File: config.mk
export PLATFORM = sky130hd
export DESIGN_NAME = peak_alternation_pitch_tracker_core
export DESIGN_NICKNAME = d
export VERILOG_FILES = /design/src/rtl/patr_pkg.sv /design/src/rtl/patr_div.sv /design/src/rtl/patr_dp.sv /design/src/rtl/patr_ctrl.sv /design/src/rtl/peak_alternation_pitch_tracker_core.sv
export SDC_FILE = /design/constraint.sdc
export NUM_CORES = 2
export LEC_CHECK = 0
export ABC_AREA = 1
export ABC_CLOCK_PERIOD_IN_PS = 7560
export BUFFER_PORTS_ARGS = -buffer_cell sky130_fd_sc_hd__buf_2
export CAP_MARGIN = 5
export CORE_MARGIN = 5
export CORE_UTILIZATION = 40
export DETAILED_ROUTE_END_ITERATION = 10
export SETUP_SLACK_MARGIN = 0.3
export SYNTH_ARGS = -nofsm -noshare
export SYNTH_HDL_FRONTEND = slang
export SYNTH_HIERARCHICAL = 1
export SYNTH_SLANG_ARGS = --single-unit
File: constraint.sdc
create_clock -name i_clk -period 7.56 [get_ports i_clk]
set_clock_uncertainty 0.2 [all_clocks]
set_input_delay 0.756 -clock i_clk [delete_from_list [all_inputs] [get_ports i_clk]]
set_output_delay 0.756 -clock i_clk [all_outputs]
set_load 0.05 [all_outputs]
File: src/rtl/patr_pkg.sv
// ----------------------------------------------------------------------------
// patr_pkg
// Shared widths, constants and controller/datapath types of the peak
// alternation pitch tracker.
// ----------------------------------------------------------------------------
package patr_pkg;

    localparam int COUNT_BITS_DEF = 16;

    localparam int FRAC_W     = 8;
    localparam int AVG_W      = 24;
    localparam int FREQ_W     = 25;
    localparam int SMOOTH_W   = 16;
    localparam int RATE_W     = 18;
    localparam int CFG_W      = 24;
    localparam int CFG_IDX_W  = 2;
    // rate shifted by 16 plus half the average can carry into one more bit
    localparam int DIV_NUM_W  = RATE_W + 17;
    localparam int DIV_DEN_W  = AVG_W;

    localparam int IN_TDATA_W  = 8;
    localparam int OUT_TDATA_W = 56;

    localparam int SIM_NUM = 100;
    localparam int SIM_DEN = 3;

    localparam logic [SMOOTH_W-1:0] SMOOTHING_RST   = 16'd32768;
    localparam logic [AVG_W-1:0]    MIN_PERIOD_RST  = 24'd5120;
    localparam logic [AVG_W-1:0]    MAX_PERIOD_RST  = 24'd614400;
    localparam logic [RATE_W-1:0]   SAMPLE_RATE_RST = 18'd48000;

    typedef enum logic [CFG_IDX_W-1:0] {
        CFG_SMOOTHING,
        CFG_MIN_PERIOD,
        CFG_MAX_PERIOD,
        CFG_SAMPLE_RATE
    } t_cfg_idx;

    typedef enum logic [3:0] {
        OP_IDLE,
        OP_TAKE,
        OP_DIFF,
        OP_SIMC,
        OP_HOLD,
        OP_SUM,
        OP_HALF,
        OP_MUL,
        OP_ADJ,
        OP_LIMIT,
        OP_FREQ
    } t_dp_op;

    typedef struct packed {
        t_dp_op op;
        logic   load;
    } t_dp_cmd;

    typedef struct packed {
        logic evt;
        logic avg_zero;
        logic sim;
        logic held_zero;
        logic div_done;
    } t_dp_stat;

endpackage

File: src/rtl/patr_div.sv
// ----------------------------------------------------------------------------
// patr_div
// Restoring divider, one quotient bit per cycle.
// ----------------------------------------------------------------------------
module patr_div
    import patr_pkg::*;
(
    input  logic                 i_clk,
    input  logic                 i_rst_n,
    input  logic                 i_start,
    input  logic [DIV_NUM_W-1:0] i_num,
    input  logic [DIV_DEN_W-1:0] i_den,
    output logic                 o_done,
    output logic [DIV_NUM_W-1:0] o_quot
);

    localparam int CNT_W = $clog2(DIV_NUM_W);
    localparam logic [CNT_W-1:0] CNT_LAST = CNT_W'(DIV_NUM_W - 1);

    logic [DIV_DEN_W-1:0] r_rem;
    logic [DIV_NUM_W-1:0] r_quo;
    logic [DIV_DEN_W-1:0] r_den;
    logic [CNT_W-1:0]     r_cnt;
    logic                 r_busy;
    logic                 r_done;

    logic [DIV_DEN_W:0]   w_trial;
    logic [DIV_DEN_W+1:0] w_diff;
    logic                 w_fit;

    assign w_trial = {r_rem, r_quo[DIV_NUM_W-1]};
    assign w_diff  = {1'b0, w_trial} - {2'b00, r_den};
    assign w_fit   = ~w_diff[DIV_DEN_W+1];

    always_ff @(posedge i_clk) begin
        if (!i_rst_n) begin
            r_busy <= 1'b0;
            r_done <= 1'b0;
            r_cnt  <= '0;
        end else begin
            r_done <= 1'b0;
            if (i_start) begin
                r_busy <= 1'b1;
                r_cnt  <= '0;
            end else if (r_busy) begin
                r_cnt <= r_cnt + CNT_W'(1);
                if (r_cnt == CNT_LAST) begin
                    r_busy <= 1'b0;
                    r_done <= 1'b1;
                end
            end
        end
    end

    // numerator bits shift out the top while quotient bits shift in below
    always_ff @(posedge i_clk) begin
        if (i_start) begin
            r_rem <= '0;
            r_quo <= i_num;
            r_den <= i_den;
        end else if (r_busy) begin
            r_rem <= w_fit ? w_diff[DIV_DEN_W-1:0] : w_trial[DIV_DEN_W-1:0];
            r_quo <= {r_quo[DIV_NUM_W-2:0], w_fit};
        end
    end

    assign o_done = r_done;
    assign o_quot = r_quo;

    a_start_busy: assert property (@(posedge i_clk) disable iff (!i_rst_n)
        i_start |=> r_busy)
        else $error("divider did not start");

endmodule

File: src/rtl/patr_dp.sv
// ----------------------------------------------------------------------------
// patr_dp
// Datapath: peak flag tracking, period compare, smoothing and frequency.
// ----------------------------------------------------------------------------
module patr_dp
    import patr_pkg::*;
#(
    parameter int COUNT_BITS = COUNT_BITS_DEF
)
(
    input  logic                 i_clk,
    input  logic                 i_rst_n,
    input  logic                 i_cfg_we,
    input  logic [CFG_IDX_W-1:0] i_cfg_idx,
    input  logic [CFG_W-1:0]     i_cfg_wdata,
    input  logic                 i_pos,
    input  logic                 i_neg,
    input  t_dp_cmd              i_cmd,
    output t_dp_stat             o_stat,
    output logic [FREQ_W-1:0]    o_freq,
    output logic [AVG_W-1:0]     o_avg
);

    localparam int PER_W  = COUNT_BITS + FRAC_W;
    localparam int CAND_W = ((PER_W > AVG_W) ? PER_W : AVG_W) + 1;
    localparam int CMP_W  = CAND_W + 8;
    localparam int PROD_W = CAND_W + SMOOTH_W;

    localparam logic [CMP_W-1:0]  K_NUM     = CMP_W'(SIM_NUM);
    localparam logic [CMP_W-1:0]  K_DEN     = CMP_W'(SIM_DEN);
    localparam logic [PROD_W-1:0] ROUND_HLF = PROD_W'(1) << (SMOOTH_W - 1);
    localparam logic [AVG_W-1:0]  AVG_MAX   = '1;

    logic [SMOOTH_W-1:0]   r_smooth;
    logic [AVG_W-1:0]      r_min;
    logic [AVG_W-1:0]      r_max;
    logic [RATE_W-1:0]     r_rate;

    logic                  r_armed;
    logic                  r_prev_pos;
    logic                  r_prev_neg;
    logic [COUNT_BITS-1:0] r_count;
    logic [AVG_W-1:0]      r_held;
    logic [AVG_W-1:0]      r_avg;
    logic [FREQ_W-1:0]     r_freq;

    logic                  r_evt;
    logic [CAND_W-1:0]     r_cand;
    logic [CAND_W-1:0]     r_dist;
    logic [CAND_W:0]       r_tot;
    logic                  r_up;
    logic                  r_sim;
    logic [PROD_W-1:0]     r_prod;
    logic                  r_ok;
    logic [FREQ_W-1:0]     r_out_freq;
    logic [AVG_W-1:0]      r_out_avg;

    logic                  w_evt;
    logic [PER_W-1:0]      w_per;
    logic [CAND_W-1:0]     w_avg_ext;
    logic [PROD_W-1:0]     w_rnd;
    logic [CAND_W-1:0]     w_step;
    logic [CAND_W:0]       w_sum;
    logic [AVG_W-1:0]      w_new_avg;
    logic [DIV_NUM_W-1:0]  w_num;
    logic                  w_div_start;
    logic                  w_div_done;
    logic [DIV_NUM_W-1:0]  w_quot;

    assign w_evt     = r_armed & i_neg & ~r_prev_neg;
    assign w_per     = {r_count, {FRAC_W{1'b0}}};
    assign w_avg_ext = CAND_W'(r_avg);

    assign w_rnd  = r_prod + ROUND_HLF;
    assign w_step = w_rnd[PROD_W-1:SMOOTH_W];
    assign w_sum  = (CAND_W+1)'(r_avg) + (CAND_W+1)'(w_step);

    always_comb begin
        if (r_avg == '0) begin
            w_new_avg = (r_cand > CAND_W'(AVG_MAX)) ? AVG_MAX : r_cand[AVG_W-1:0];
        end else if (r_up) begin
            w_new_avg = (w_sum > (CAND_W+1)'(AVG_MAX)) ? AVG_MAX : w_sum[AVG_W-1:0];
        end else begin
            w_new_avg = (w_step >= w_avg_ext) ? '0 : (r_avg - w_step[AVG_W-1:0]);
        end
    end

    assign w_num       = DIV_NUM_W'({r_rate, 16'd0}) + DIV_NUM_W'(r_avg >> 1);
    assign w_div_start = (i_cmd.op == OP_LIMIT);

    patr_div u_div (
        .i_clk   (i_clk),
        .i_rst_n (i_rst_n),
        .i_start (w_div_start),
        .i_num   (w_num),
        .i_den   (r_avg),
        .o_done  (w_div_done),
        .o_quot  (w_quot)
    );

    always_ff @(posedge i_clk) begin
        if (!i_rst_n) begin
            r_smooth <= SMOOTHING_RST;
            r_min    <= MIN_PERIOD_RST;
            r_max    <= MAX_PERIOD_RST;
            r_rate   <= SAMPLE_RATE_RST;
        end else if (i_cfg_we) begin
            unique case (t_cfg_idx'(i_cfg_idx))
                CFG_SMOOTHING:   r_smooth <= i_cfg_wdata[SMOOTH_W-1:0];
                CFG_MIN_PERIOD:  r_min    <= i_cfg_wdata[AVG_W-1:0];
                CFG_MAX_PERIOD:  r_max    <= i_cfg_wdata[AVG_W-1:0];
                CFG_SAMPLE_RATE: r_rate   <= i_cfg_wdata[RATE_W-1:0];
            endcase
        end
    end

    // tracking state
    always_ff @(posedge i_clk) begin
        if (!i_rst_n) begin
            r_armed    <= 1'b0;
            r_prev_pos <= 1'b0;
            r_prev_neg <= 1'b0;
            r_count    <= '0;
            r_held     <= '0;
            r_avg      <= '0;
            r_freq     <= '0;
        end else begin
            unique case (i_cmd.op)
                OP_TAKE: begin
                    if (r_armed) begin
                        if (w_evt) begin
                            r_armed <= 1'b0;
                        end
                    end else if (i_pos && !r_prev_pos) begin
                        r_armed <= 1'b1;
                    end
                    r_prev_pos <= i_pos;
                    r_prev_neg <= i_neg;
                    // a closed period restarts the count, then the sample counts
                    if (w_evt) begin
                        r_count <= COUNT_BITS'(1);
                    end else if (r_count != '1) begin
                        r_count <= r_count + COUNT_BITS'(1);
                    end
                end
                OP_HOLD: r_held <= r_cand[AVG_W-1:0];
                OP_ADJ: begin
                    r_avg  <= w_new_avg;
                    r_held <= '0;
                end
                OP_FREQ: begin
                    if (!r_ok) begin
                        r_freq <= '0;
                    end else if (|w_quot[DIV_NUM_W-1:FREQ_W]) begin
                        r_freq <= '1;
                    end else begin
                        r_freq <= w_quot[FREQ_W-1:0];
                    end
                end
                default: ;
            endcase
        end
    end

    // working registers
    always_ff @(posedge i_clk) begin
        unique case (i_cmd.op)
            OP_TAKE: begin
                r_evt  <= w_evt;
                r_cand <= CAND_W'(w_per);
            end
            OP_DIFF: begin
                r_up   <= (r_cand >= w_avg_ext);
                r_dist <= (r_cand >= w_avg_ext) ? (r_cand - w_avg_ext) : (w_avg_ext - r_cand);
                r_tot  <= (CAND_W+1)'(r_cand) + (CAND_W+1)'(w_avg_ext);
            end
            OP_SIMC:  r_sim  <= (CMP_W'(r_dist) * K_NUM) < (CMP_W'(r_tot) * K_DEN);
            OP_SUM:   r_cand <= r_cand + CAND_W'(r_held);
            OP_HALF:  r_cand <= r_cand >> 1;
            OP_MUL:   r_prod <= PROD_W'(r_dist) * PROD_W'(r_smooth);
            OP_LIMIT: r_ok   <= (r_avg != '0) && (r_avg <= r_max) && (r_avg >= r_min)
                                && (r_rate != '0);
            default: ;
        endcase
        if (i_cmd.load) begin
            r_out_freq <= r_freq;
            r_out_avg  <= r_avg;
        end
    end

    assign o_stat.evt       = r_evt;
    assign o_stat.avg_zero  = (r_avg == '0);
    assign o_stat.sim       = r_sim;
    assign o_stat.held_zero = (r_held == '0);
    assign o_stat.div_done  = w_div_done;

    assign o_freq = r_out_freq;
    assign o_avg  = r_out_avg;

    a_count_restart: assert property (@(posedge i_clk) disable iff (!i_rst_n)
        (i_cmd.op == OP_TAKE && w_evt) |=> (r_count == COUNT_BITS'(1)))
        else $error("count not restarted after period event");

    a_fold_clears_held: assert property (@(posedge i_clk) disable iff (!i_rst_n)
        (i_cmd.op == OP_ADJ) |=> (r_held == '0))
        else $error("held period survives a fold");

endmodule

File: src/rtl/patr_ctrl.sv
// ----------------------------------------------------------------------------
// patr_ctrl
// Sequencer: handshakes and the step order of one period event.
// ----------------------------------------------------------------------------
module patr_ctrl
    import patr_pkg::*;
(
    input  logic     i_clk,
    input  logic     i_rst_n,
    input  logic     i_s_tvalid,
    output logic     o_s_tready,
    output logic     o_m_tvalid,
    input  logic     i_m_tready,
    output t_dp_cmd  o_cmd,
    input  t_dp_stat i_stat
);

    typedef enum logic [3:0] {
        ST_IDLE,
        ST_CHK,
        ST_DIFF,
        ST_SIMC,
        ST_DEC,
        ST_HALF,
        ST_MUL,
        ST_ADJ,
        ST_LIMIT,
        ST_DIV,
        ST_FREQ,
        ST_WRITE
    } t_state;

    t_state r_state;
    logic   r_pass;
    logic   r_halved;
    logic   r_out_valid;

    logic   w_accept;
    logic   w_out_free;

    assign w_accept   = i_s_tvalid && (r_state == ST_IDLE);
    assign w_out_free = !r_out_valid || i_m_tready;

    always_comb begin
        o_cmd.op   = OP_IDLE;
        o_cmd.load = 1'b0;
        unique case (r_state)
            ST_IDLE:  o_cmd.op = w_accept ? OP_TAKE : OP_IDLE;
            ST_DIFF:  o_cmd.op = OP_DIFF;
            ST_SIMC:  o_cmd.op = OP_SIMC;
            ST_DEC: begin
                if (!r_pass && !i_stat.avg_zero && !i_stat.sim) begin
                    o_cmd.op = i_stat.held_zero ? OP_HOLD : OP_SUM;
                end
            end
            ST_HALF:  o_cmd.op = OP_HALF;
            ST_MUL:   o_cmd.op = OP_MUL;
            ST_ADJ:   o_cmd.op = OP_ADJ;
            ST_LIMIT: o_cmd.op = OP_LIMIT;
            ST_FREQ:  o_cmd.op = OP_FREQ;
            ST_WRITE: o_cmd.load = w_out_free;
            default: ;
        endcase
    end

    always_ff @(posedge i_clk) begin
        if (!i_rst_n) begin
            r_state     <= ST_IDLE;
            r_pass      <= 1'b0;
            r_halved    <= 1'b0;
            r_out_valid <= 1'b0;
        end else begin
            if (o_cmd.load) begin
                r_out_valid <= 1'b1;
            end else if (i_m_tready) begin
                r_out_valid <= 1'b0;
            end
            unique case (r_state)
                ST_IDLE: begin
                    if (w_accept) begin
                        r_pass   <= 1'b0;
                        r_halved <= 1'b0;
                        r_state  <= ST_CHK;
                    end
                end
                ST_CHK:  r_state <= i_stat.evt ? ST_DIFF : ST_WRITE;
                ST_DIFF: r_state <= r_halved ? ST_MUL : ST_SIMC;
                ST_SIMC: r_state <= ST_DEC;
                ST_DEC: begin
                    if (!r_pass) begin
                        if (i_stat.avg_zero || i_stat.sim) begin
                            r_state <= ST_MUL;
                        end else if (i_stat.held_zero) begin
                            r_state <= ST_WRITE;
                        end else begin
                            // second look with the held and the new period summed
                            r_pass  <= 1'b1;
                            r_state <= ST_DIFF;
                        end
                    end else begin
                        r_state <= i_stat.sim ? ST_MUL : ST_HALF;
                    end
                end
                ST_HALF: begin
                    r_halved <= 1'b1;
                    r_state  <= ST_DIFF;
                end
                ST_MUL:   r_state <= ST_ADJ;
                ST_ADJ:   r_state <= ST_LIMIT;
                ST_LIMIT: r_state <= ST_DIV;
                ST_DIV:   r_state <= i_stat.div_done ? ST_FREQ : ST_DIV;
                ST_FREQ:  r_state <= ST_WRITE;
                ST_WRITE: begin
                    if (w_out_free) begin
                        r_state <= ST_IDLE;
                    end
                end
                default: r_state <= ST_IDLE;
            endcase
        end
    end

    assign o_s_tready = (r_state == ST_IDLE);
    assign o_m_tvalid = r_out_valid;

    a_write_waits: assert property (@(posedge i_clk) disable iff (!i_rst_n)
        (r_state == ST_WRITE && r_out_valid && !i_m_tready) |=> (r_state == ST_WRITE))
        else $error("result written over a pending word");

    a_accept_chk: assert property (@(posedge i_clk) disable iff (!i_rst_n)
        w_accept |=> (r_state == ST_CHK))
        else $error("accepted word not processed");

    a_load_sets_valid: assert property (@(posedge i_clk) disable iff (!i_rst_n)
        o_cmd.load |=> r_out_valid)
        else $error("result loaded without valid");

endmodule

File: src/rtl/peak_alternation_pitch_tracker_core.sv
// ----------------------------------------------------------------------------
// peak_alternation_pitch_tracker_core
// Pitch tracker from alternating positive and negative peak flags.
// ----------------------------------------------------------------------------
// steps: a word that closes no period goes straight to the result write; a
//   held period skips the update; an average update runs the divider first
// throughput: the input is taken only by an idle sequencer, so a new word
//   waits until the last is written; the bit-serial divider dominates
// reset: synchronous active-low, clears tracking state and output valid and
//   restores register defaults; no clearing pass
module peak_alternation_pitch_tracker_core
    import patr_pkg::*;
#(
    parameter int COUNT_BITS = COUNT_BITS_DEF
)
(
    input  logic                   i_clk,
    input  logic                   i_rst_n,
    input  logic                   i_s_axis_tvalid,
    output logic                   o_s_axis_tready,
    input  logic [IN_TDATA_W-1:0]  i_s_axis_tdata,  // pos_peak, neg_peak
    output logic                   o_m_axis_tvalid,
    input  logic                   i_m_axis_tready,
    output logic [OUT_TDATA_W-1:0] o_m_axis_tdata,  // frequency, average_period
    input  logic                   i_cfg_we,
    input  logic [CFG_IDX_W-1:0]   i_cfg_idx,
    input  logic [CFG_W-1:0]       i_cfg_wdata
);

    t_dp_cmd           w_cmd;
    t_dp_stat          w_stat;
    logic [FREQ_W-1:0] w_freq;
    logic [AVG_W-1:0]  w_avg;

    patr_ctrl u_ctrl (
        .i_clk      (i_clk),
        .i_rst_n    (i_rst_n),
        .i_s_tvalid (i_s_axis_tvalid),
        .o_s_tready (o_s_axis_tready),
        .o_m_tvalid (o_m_axis_tvalid),
        .i_m_tready (i_m_axis_tready),
        .o_cmd      (w_cmd),
        .i_stat     (w_stat)
    );

    patr_dp #(
        .COUNT_BITS (COUNT_BITS)
    ) u_dp (
        .i_clk       (i_clk),
        .i_rst_n     (i_rst_n),
        .i_cfg_we    (i_cfg_we),
        .i_cfg_idx   (i_cfg_idx),
        .i_cfg_wdata (i_cfg_wdata),
        .i_pos       (i_s_axis_tdata[0]),
        .i_neg       (i_s_axis_tdata[1]),
        .i_cmd       (w_cmd),
        .o_stat      (w_stat),
        .o_freq      (w_freq),
        .o_avg       (w_avg)
    );

    assign o_m_axis_tdata = {{(OUT_TDATA_W - FREQ_W - AVG_W){1'b0}}, w_avg, w_freq};

endmodule

# ---- Word-level counts from Yosys, hierarchy flattened
# Cells that the tools add are included.
dict set report word_totals {
  ramBits 0
  mem_bits_ro 0
  n_memories 0
  latchBits 0
  reg_bits 442
  elab_cells 169
  output_inout_bits 58
}
dict set report op_classes {
  order_cmp 7
  n_reduce_logical 38
  n_bitwise 6
  eq_ne 28
  muxes 45
  n_div 0
  shifts 0
  n_mul 3
  n_addsub 11
}
# operator count
set op_table {}
lappend op_table {{$mux 24} 6}
lappend op_table {{$mux 25} 3}
lappend op_table {{$pmux 25 s3} 1}
lappend op_table {{$mux 35} 2}
lappend op_table {{$ge 25x24->1} 2}
lappend op_table {{$logic_not 24->1} 2}
lappend op_table {{$pmux 24 s2} 1}
lappend op_table {{$pmux 4 s12} 1}
lappend op_table {{$add 41x16->41 const B} 1}
lappend op_table {{$mul 25x16->41} 1}
lappend op_table {{$pmux 4 s9} 1}
lappend op_table {{$add 34x23->35} 1}
lappend op_table {{$eq 4x3->1 const B} 8}
lappend op_table {{$lt 32x28->1} 1}
lappend op_table {{$mux 16} 2}
lappend op_table {{$mul 25x5->30 const B} 1}
lappend op_table {{$eq 4x4->1 const B} 7}
lappend op_table {{$mul 26x2->28 const B} 1}
lappend op_table {{$mux 4} 7}
lappend op_table {{$add 24x25->26} 1}
lappend op_table {{$add 25x24->26} 1}
lappend op_table {{$gt 26x24->1 const B} 1}
lappend op_table {{$sub 25x24->26} 1}
lappend op_table {{$add 25x24->25} 1}
lappend op_table {{other kinds (34)} 84}

# ---- Logic depth before layout (Yosys ltp)
dict set report depth {
  depth_word 8
  mapped_depth 33
}

# ---- Cells and area by module
# Netlist, hierarchy kept.
# module cells_per_inst area_each_um2 instances
set modules_own_cells {}
lappend modules_own_cells {patr_dp 5613 41322.1 1}
lappend modules_own_cells {patr_div 778 5651.7 1}
lappend modules_own_cells {patr_ctrl 96 533.0 1}
lappend modules_own_cells {peak_alternation_pitch_tracker_core 8 56.3 1}

# ---- Worst setup path before layout
# No wires, ideal clock.
dict set report synth_timing {
  path_kind {flip-flop to flip-flop}
  from {register u_dp.r_dist[9]}
  to {register u_dp.r_prod[32], data pin}
  required_ns 7.095
  setup_time_ns 0.265
  arrival_time_ns 5.657
  setup_slack_ns 1.438
  stages_incl_launch_ff 25
  path_cell_list {edfxtp_1 > clkbuf_1 > clkbuf_1 > nand2_1 > fa_1 > inv_1 > fa_1 > inv_1 > fa_1 > inv_1 > fa_1 > fa_1 > inv_1 > fa_1 > inv_1 > ha_1 > a21oi_1 > inv_1 > a31oi_1 > o21ai_0 > nand3_1 > nand2_1 > a21oi_1 > o21ai_0 > xor2_1}
}
dict set report synth_via {
  elab_chain_cells 1
}
# item line_no
set synth_rtl {}
lappend synth_rtl {{start, declared} patr_dp.sv:49} ;# logic [CAND_W-1:0] r_dist;
lappend synth_rtl {{start signal, assigned} patr_dp.sv:174} ;# r_dist <= (r_cand >= w_avg_ext) ? (r_cand - w_avg_ext) : (w_avg_ext - r_cand);
lappend synth_rtl {{$mul 25x16->41} patr_dp.sv:180} ;# OP_MUL: r_prod <= PROD_W'(r_dist) * PROD_W'(r_smooth);
lappend synth_rtl {{end signal, assigned} patr_dp.sv:180}
lappend synth_rtl {{end, declared} patr_dp.sv:53} ;# logic [PROD_W-1:0] r_prod;
# No other way between the ends.
# A chain may end at the register's enable or synchronous reset.

# ---- Worst setup path in the final report
dict set report layout_timing {
  from {register u_dp.r_smooth[6]}
  to {register u_dp.r_prod[32], data pin}
}
dict set report layout_via {
  elab_chain_cells 1
}
# item line_no
set layout_rtl {}
lappend layout_rtl {{start, declared} patr_dp.sv:34} ;# logic [SMOOTH_W-1:0] r_smooth;
lappend layout_rtl {{start signal, assigned} patr_dp.sv:109} ;# CFG_SMOOTHING: r_smooth <= i_cfg_wdata[SMOOTH_W-1:0];
lappend layout_rtl {{$mul 25x16->41} patr_dp.sv:180}
# No other way between the ends.

==> run summary <==
The flow ran to the end, and the final reports show no timing, DRC or antenna violations. The count of buffers from port buffering came out at between 80 and 90. The placer congestion estimate came out at just over 1. The proportion of layout cells with a drive suffix above 1 came out at 0.0599. The most critical setup path has its startpoint at u_dp/r_smooth[6]$_SDFFE_PN0P_. The final route contains 41700 vias.

The XOR/XNOR share of the synthesized area came out at 0.0392. The endpoint arrival time on the critical path came out at 6.99 ns. The number of optimization iterations in the first detailed-route pass is 6. The tightest slew margin relative to the limit came out at 0.238. The global-route usage over all layers came out at 0.237. The setup path with the least slack is of type flop to flop. The data required time of the critical path came out at 7.72 ns. The time the worst path needs with I/O delays and setup came out at between 6 and 7 ns. After synthesis, the netlist uses 70 different library cells. After the first detailed-routing iteration, the DRC count stood at 3717. Power spread over the standard cell area amounts to 492 nW/um^2. The worst setup path is launched from a flop. TritonCTS built the clock tree.

The synthesized instance count came out at 6495. The height of the chip is 355 microns. The area growth from synthesis to layout is 7.64%. The number of global-route vias before repair was 40600. The achievable clock frequency came out at 0.146 GHz. The cell family contributing the most delay on the critical path is adder cells. The mean number of vias per cell came out at between 5 and 6.

The logic depth of the worst setup path including buffers came out at 21. The clock-pin slew of the registers on the worst-case setup and hold paths is 0.07 ns. The number of enable-type register cells in the synthesized netlist is between 200 and 250.

The maximum VDD drop came out at 0.445 mV. The setup violation total in the final timing report is 0. The DRC violation count after routing came out at 0. The aggregate negative setup slack is 0 ns. The actual transition at the worst max-transition pin is around 1.1 ns.

The worst reg2reg path endpoint is u_dp/r_prod[32]$_DFFE_PN_. After floorplanning, the core was divided into about 130 placement rows. In this run the cell area of the synthesized design comes to 47600 sq um. The multiplexer share of the synthesized area came out at 0. Following the worst setup path forward leads to its endpoint at u_dp/r_prod[32]$_DFFE_PN_. The adder and majority gate portion of the synthesized area came out at 0.276. The clock drives around 430 sinks.

The count of final hold-check violations came out at 0. The maximum count of clock buffers along a single path is 3. The post-detailed-placement half-perimeter wirelength came out at 121000 microns. Total power for the finished layout comes to 0.0252 W. After the last flow step, the layout net total stands at 7371. The final count of pins violating max slew came out at 0.

By area, the combinational part of the netlist is dominated by adder cells. 0 antenna diodes ended up in the layout. In the synthesized netlist the async set-or-reset flop fraction comes to 0.

The commonest register cell after synthesis is edfxtp_1. At the placement stage, the worst setup path has a slack of 0.630 ns. After synthesis, the most frequently instantiated cells are nand2_1, inv_1, ha_1. The final non-filler cell area came out at between 50000 and 60000 sq um. Along the worst path, the maximum fanout reaches 14.

The startpoint identified for the worst register-to-register timing path is u_dp/r_smooth[6]$_SDFFE_PN0P_. The count of buffering cells on the critical path with inverters included is 7. The count of antenna-violating nets left after detailed routing came out at 0.

Pin placement for this block handled 97 I/O pins. The setup check on the worst reg-to-reg path leaves a slack of 0.73 ns. The post-synthesis compound-gate area fraction came out at 0.109. Entering global routing, the biggest net connects 63 pins. The instance area after placement is 49500 sq um. The filler cell count in the final layout came out at roughly 12000. The number of antenna violations at the first check in global routing came out at 1. The simple-gate share of the synthesized area came out at 0.226. The worst setup slack after layout is ~0.73 ns. The critical path goes through buf_4 -> nand2_1 -> inv_1 -> fa_1 -> inv_1 -> fa_1 -> fa_1 -> inv_1 -> fa_1 -> fa_1 -> inv_1 -> fa_1 -> inv_1 -> ha_1 -> nand2_1 -> nor2_1 -> inv_1 -> nor4_1 -> a21oi_1 -> o21ai_0 -> xor2_1. The leakage power is 26.1 nW. Setup repair after global routing left no endpoint under its margin. In the final routed layout, each cell accounts on average for 18.8 microns. The worst hold path class is input pin to flop. The share of synthesized area in the top cell type comes to 0.146. The total wire length came out at 152000 microns. The horizontal extent of the die is 355 microns. The core outline area came out at 118000 sq um. The reported max-cap violation count is 0. The die area came out at 126000 sq um. The kind of capture point of the worst setup path is a flop. For this design, the slowest cell found on the critical path is dfxtp_1. The clock latency on the worst-skew pair came out at between 0.6 and 0.7 ns.

Yosys instantiated no cell more often than nand2_1. The final worst-path cycle share is 0.903. After synthesis, the cell types taking the most area are fa_1, edfxtp_1, ha_1, nand2_1, inv_1. The number of cells on the worst reg-to-reg path is 21. The total number of H-tree levels came out at 2. The synthesized area per cell is between 7 and 8 sq um. For this run, the number of Yosys warnings is 6.

The first global-routing pass estimated 235000 microns of wire. The synthesized design spends more area on one cell type than any other, namely fa_1. In this run, CTS created clock tree buffers numbering 48. The largest single stage delay on the critical path is roughly 0.75 ns. The register bit total from synthesis is 426.

The total global routing overflow came out at 0. The sequential share of the synthesized area came out at 0.224. The buffer type at the clock tree root is clkbuf_16.

For this configuration, the core starts out at a cell density of 0.403.
[sequential cells by signal, summed over array words and instances (netlist names), 4 cells and up]
name               cells
u_ctrl/r_state         4
u_dp/o_avg            24
u_dp/o_freq           25
u_dp/r_avg            24
u_dp/r_cand           25
u_dp/r_count          16
u_dp/r_dist           25
u_dp/r_freq           25
u_dp/r_held           24
u_dp/r_max            24
u_dp/r_min            24
u_dp/r_prod           26
u_dp/r_rate           18
u_dp/r_smooth         16
u_dp/r_tot            25
u_dp/u_div/o_quot     35
u_dp/u_div/r_cnt       6
u_dp/u_div/r_den      24
u_dp/u_div/r_rem      24
[kinds of logic after synthesis]
family,after synthesis
other,1
adder cells (fa/ha/maj),840
AND/OR/NAND/NOR,2554
flip-flops,426
XOR/XNOR,213
buffers and inverters,1530
AO/OA/AOI/OAI,931
[where the power goes]
part | internal (W) | total, W | switching, W | leakage [nW]
registers | 0.00328 | 0.00397 | 0.000687 | 3.71
logic | 0.00632 | 0.0187 | 0.0124 | 21.6
clock network | 0.00144 | 0.00252 | 0.00109 | 0.813
total | 0.0110 | 0.0252 | 0.0141 | 26.1
[stage by stage]
stage / cells / hold slack, ns / util
final: 8068 / 0.190 / 0.434
after global routing: 8068 / 0.175 / 0.434
after CTS: 8062 / 0.166 / 0.433
after detailed placement: 7972 / 0.214 / 0.419
after global placement: 7972 / 0.217 / 0.419
after floorplan: 6501 / 0.209 / -
[placed cells by master (no fill, tap or decap), types with 16 or more instances in the layout]
cell / Yosys / layout
nand2_1: 1631 / 1631
inv_1: 1279 / 1278
ha_1: 492 / 492
a21oi_1: 444 / 444
nor2_1: 364 / 360
fa_1: 348 / 348
o21ai_0: 285 / 285
nand3_1: 268 / 268
edfxtp_1: 213 / 213
dfxtp_1: 213 / 212
xor2_1: 170 / 170
buf_4: 30 / 92
buf_2: 31 / 83
nor3_1: 78 / 76
nand4_1: 50 / 50
clkbuf_16: 0 / 48
xnor2_1: 43 / 43
nand2_2: 36 / 36
o21bai_1: 29 / 29
nand3b_1: 26 / 26
nor4_1: 24 / 24
a31oi_1: 22 / 22
nor2_2: 18 / 20
a21o_1: 19 / 19
o21a_1: 18 / 18
o211ai_1: 17 / 17
inv_2: 15 / 16
o21ai_1: 16 / 16
[timing repair]
item,4_1_cts,5_1_grt
hold buffers,0,0
setup buffers,0,6
hold endpoints to repair,0,0
setup endpoints to repair,0,2
gates resized for setup,0,1
[how the worst min path moves through the flow]
stage          depth (start not counted)  slack, ns                         start                            to
6_report                               3       0.19             i_s_axis_tdata[1]  u_dp/r_prev_neg$_SDFFE_PN0P_
5_1_grt                                3       0.18             i_s_axis_tdata[1]  u_dp/r_prev_neg$_SDFFE_PN0P_
4_1_cts                                3       0.17               i_cfg_wdata[19]   u_dp/r_max[19]$_SDFFE_PN1P_
3_5_place_dp                           0       0.21   u_dp/r_freq[9]$_SDFFE_PN0N_      u_dp/o_freq[9]$_DFFE_PP_
3_3_place_gp                           0       0.22  u_dp/r_freq[22]$_SDFFE_PN0N_     u_dp/o_freq[22]$_DFFE_PP_
2_1_floorplan                          0       0.21   u_dp/r_freq[0]$_SDFFE_PN0N_      u_dp/o_freq[0]$_DFFE_PP_
[tightest hold or removal path: stages]
cell	delay (ns)
buf_2	0.10
nor2_1	0.04
nor2_1	0.09
[per-layer routing]
metal	GRT usage	share of wire	vias to the layer above
met2	0.388	0.45	1223
met5	0	0	-
met3	0.0298	0.059	236
li1	-	-	20400
met4	0.0817	0.037	0
met1	0.324	0.45	19900
[area by class of cell]
type | instances | area [sq um] | area share
multi-input cells | 4545 | 31000 | 0.605
well taps | 1536 | 1920 | 0.0375
flip-flops and latches | 426 | 10700 | 0.208
inverters | 1296 | 4870 | 0.0951
repair buffers | 175 | 1110 | 0.0216
clock buffers | 60 | 1290 | 0.0251
clock inverters | 30 | 402 | 0.00784
Power figures use the tool's default switching activity.
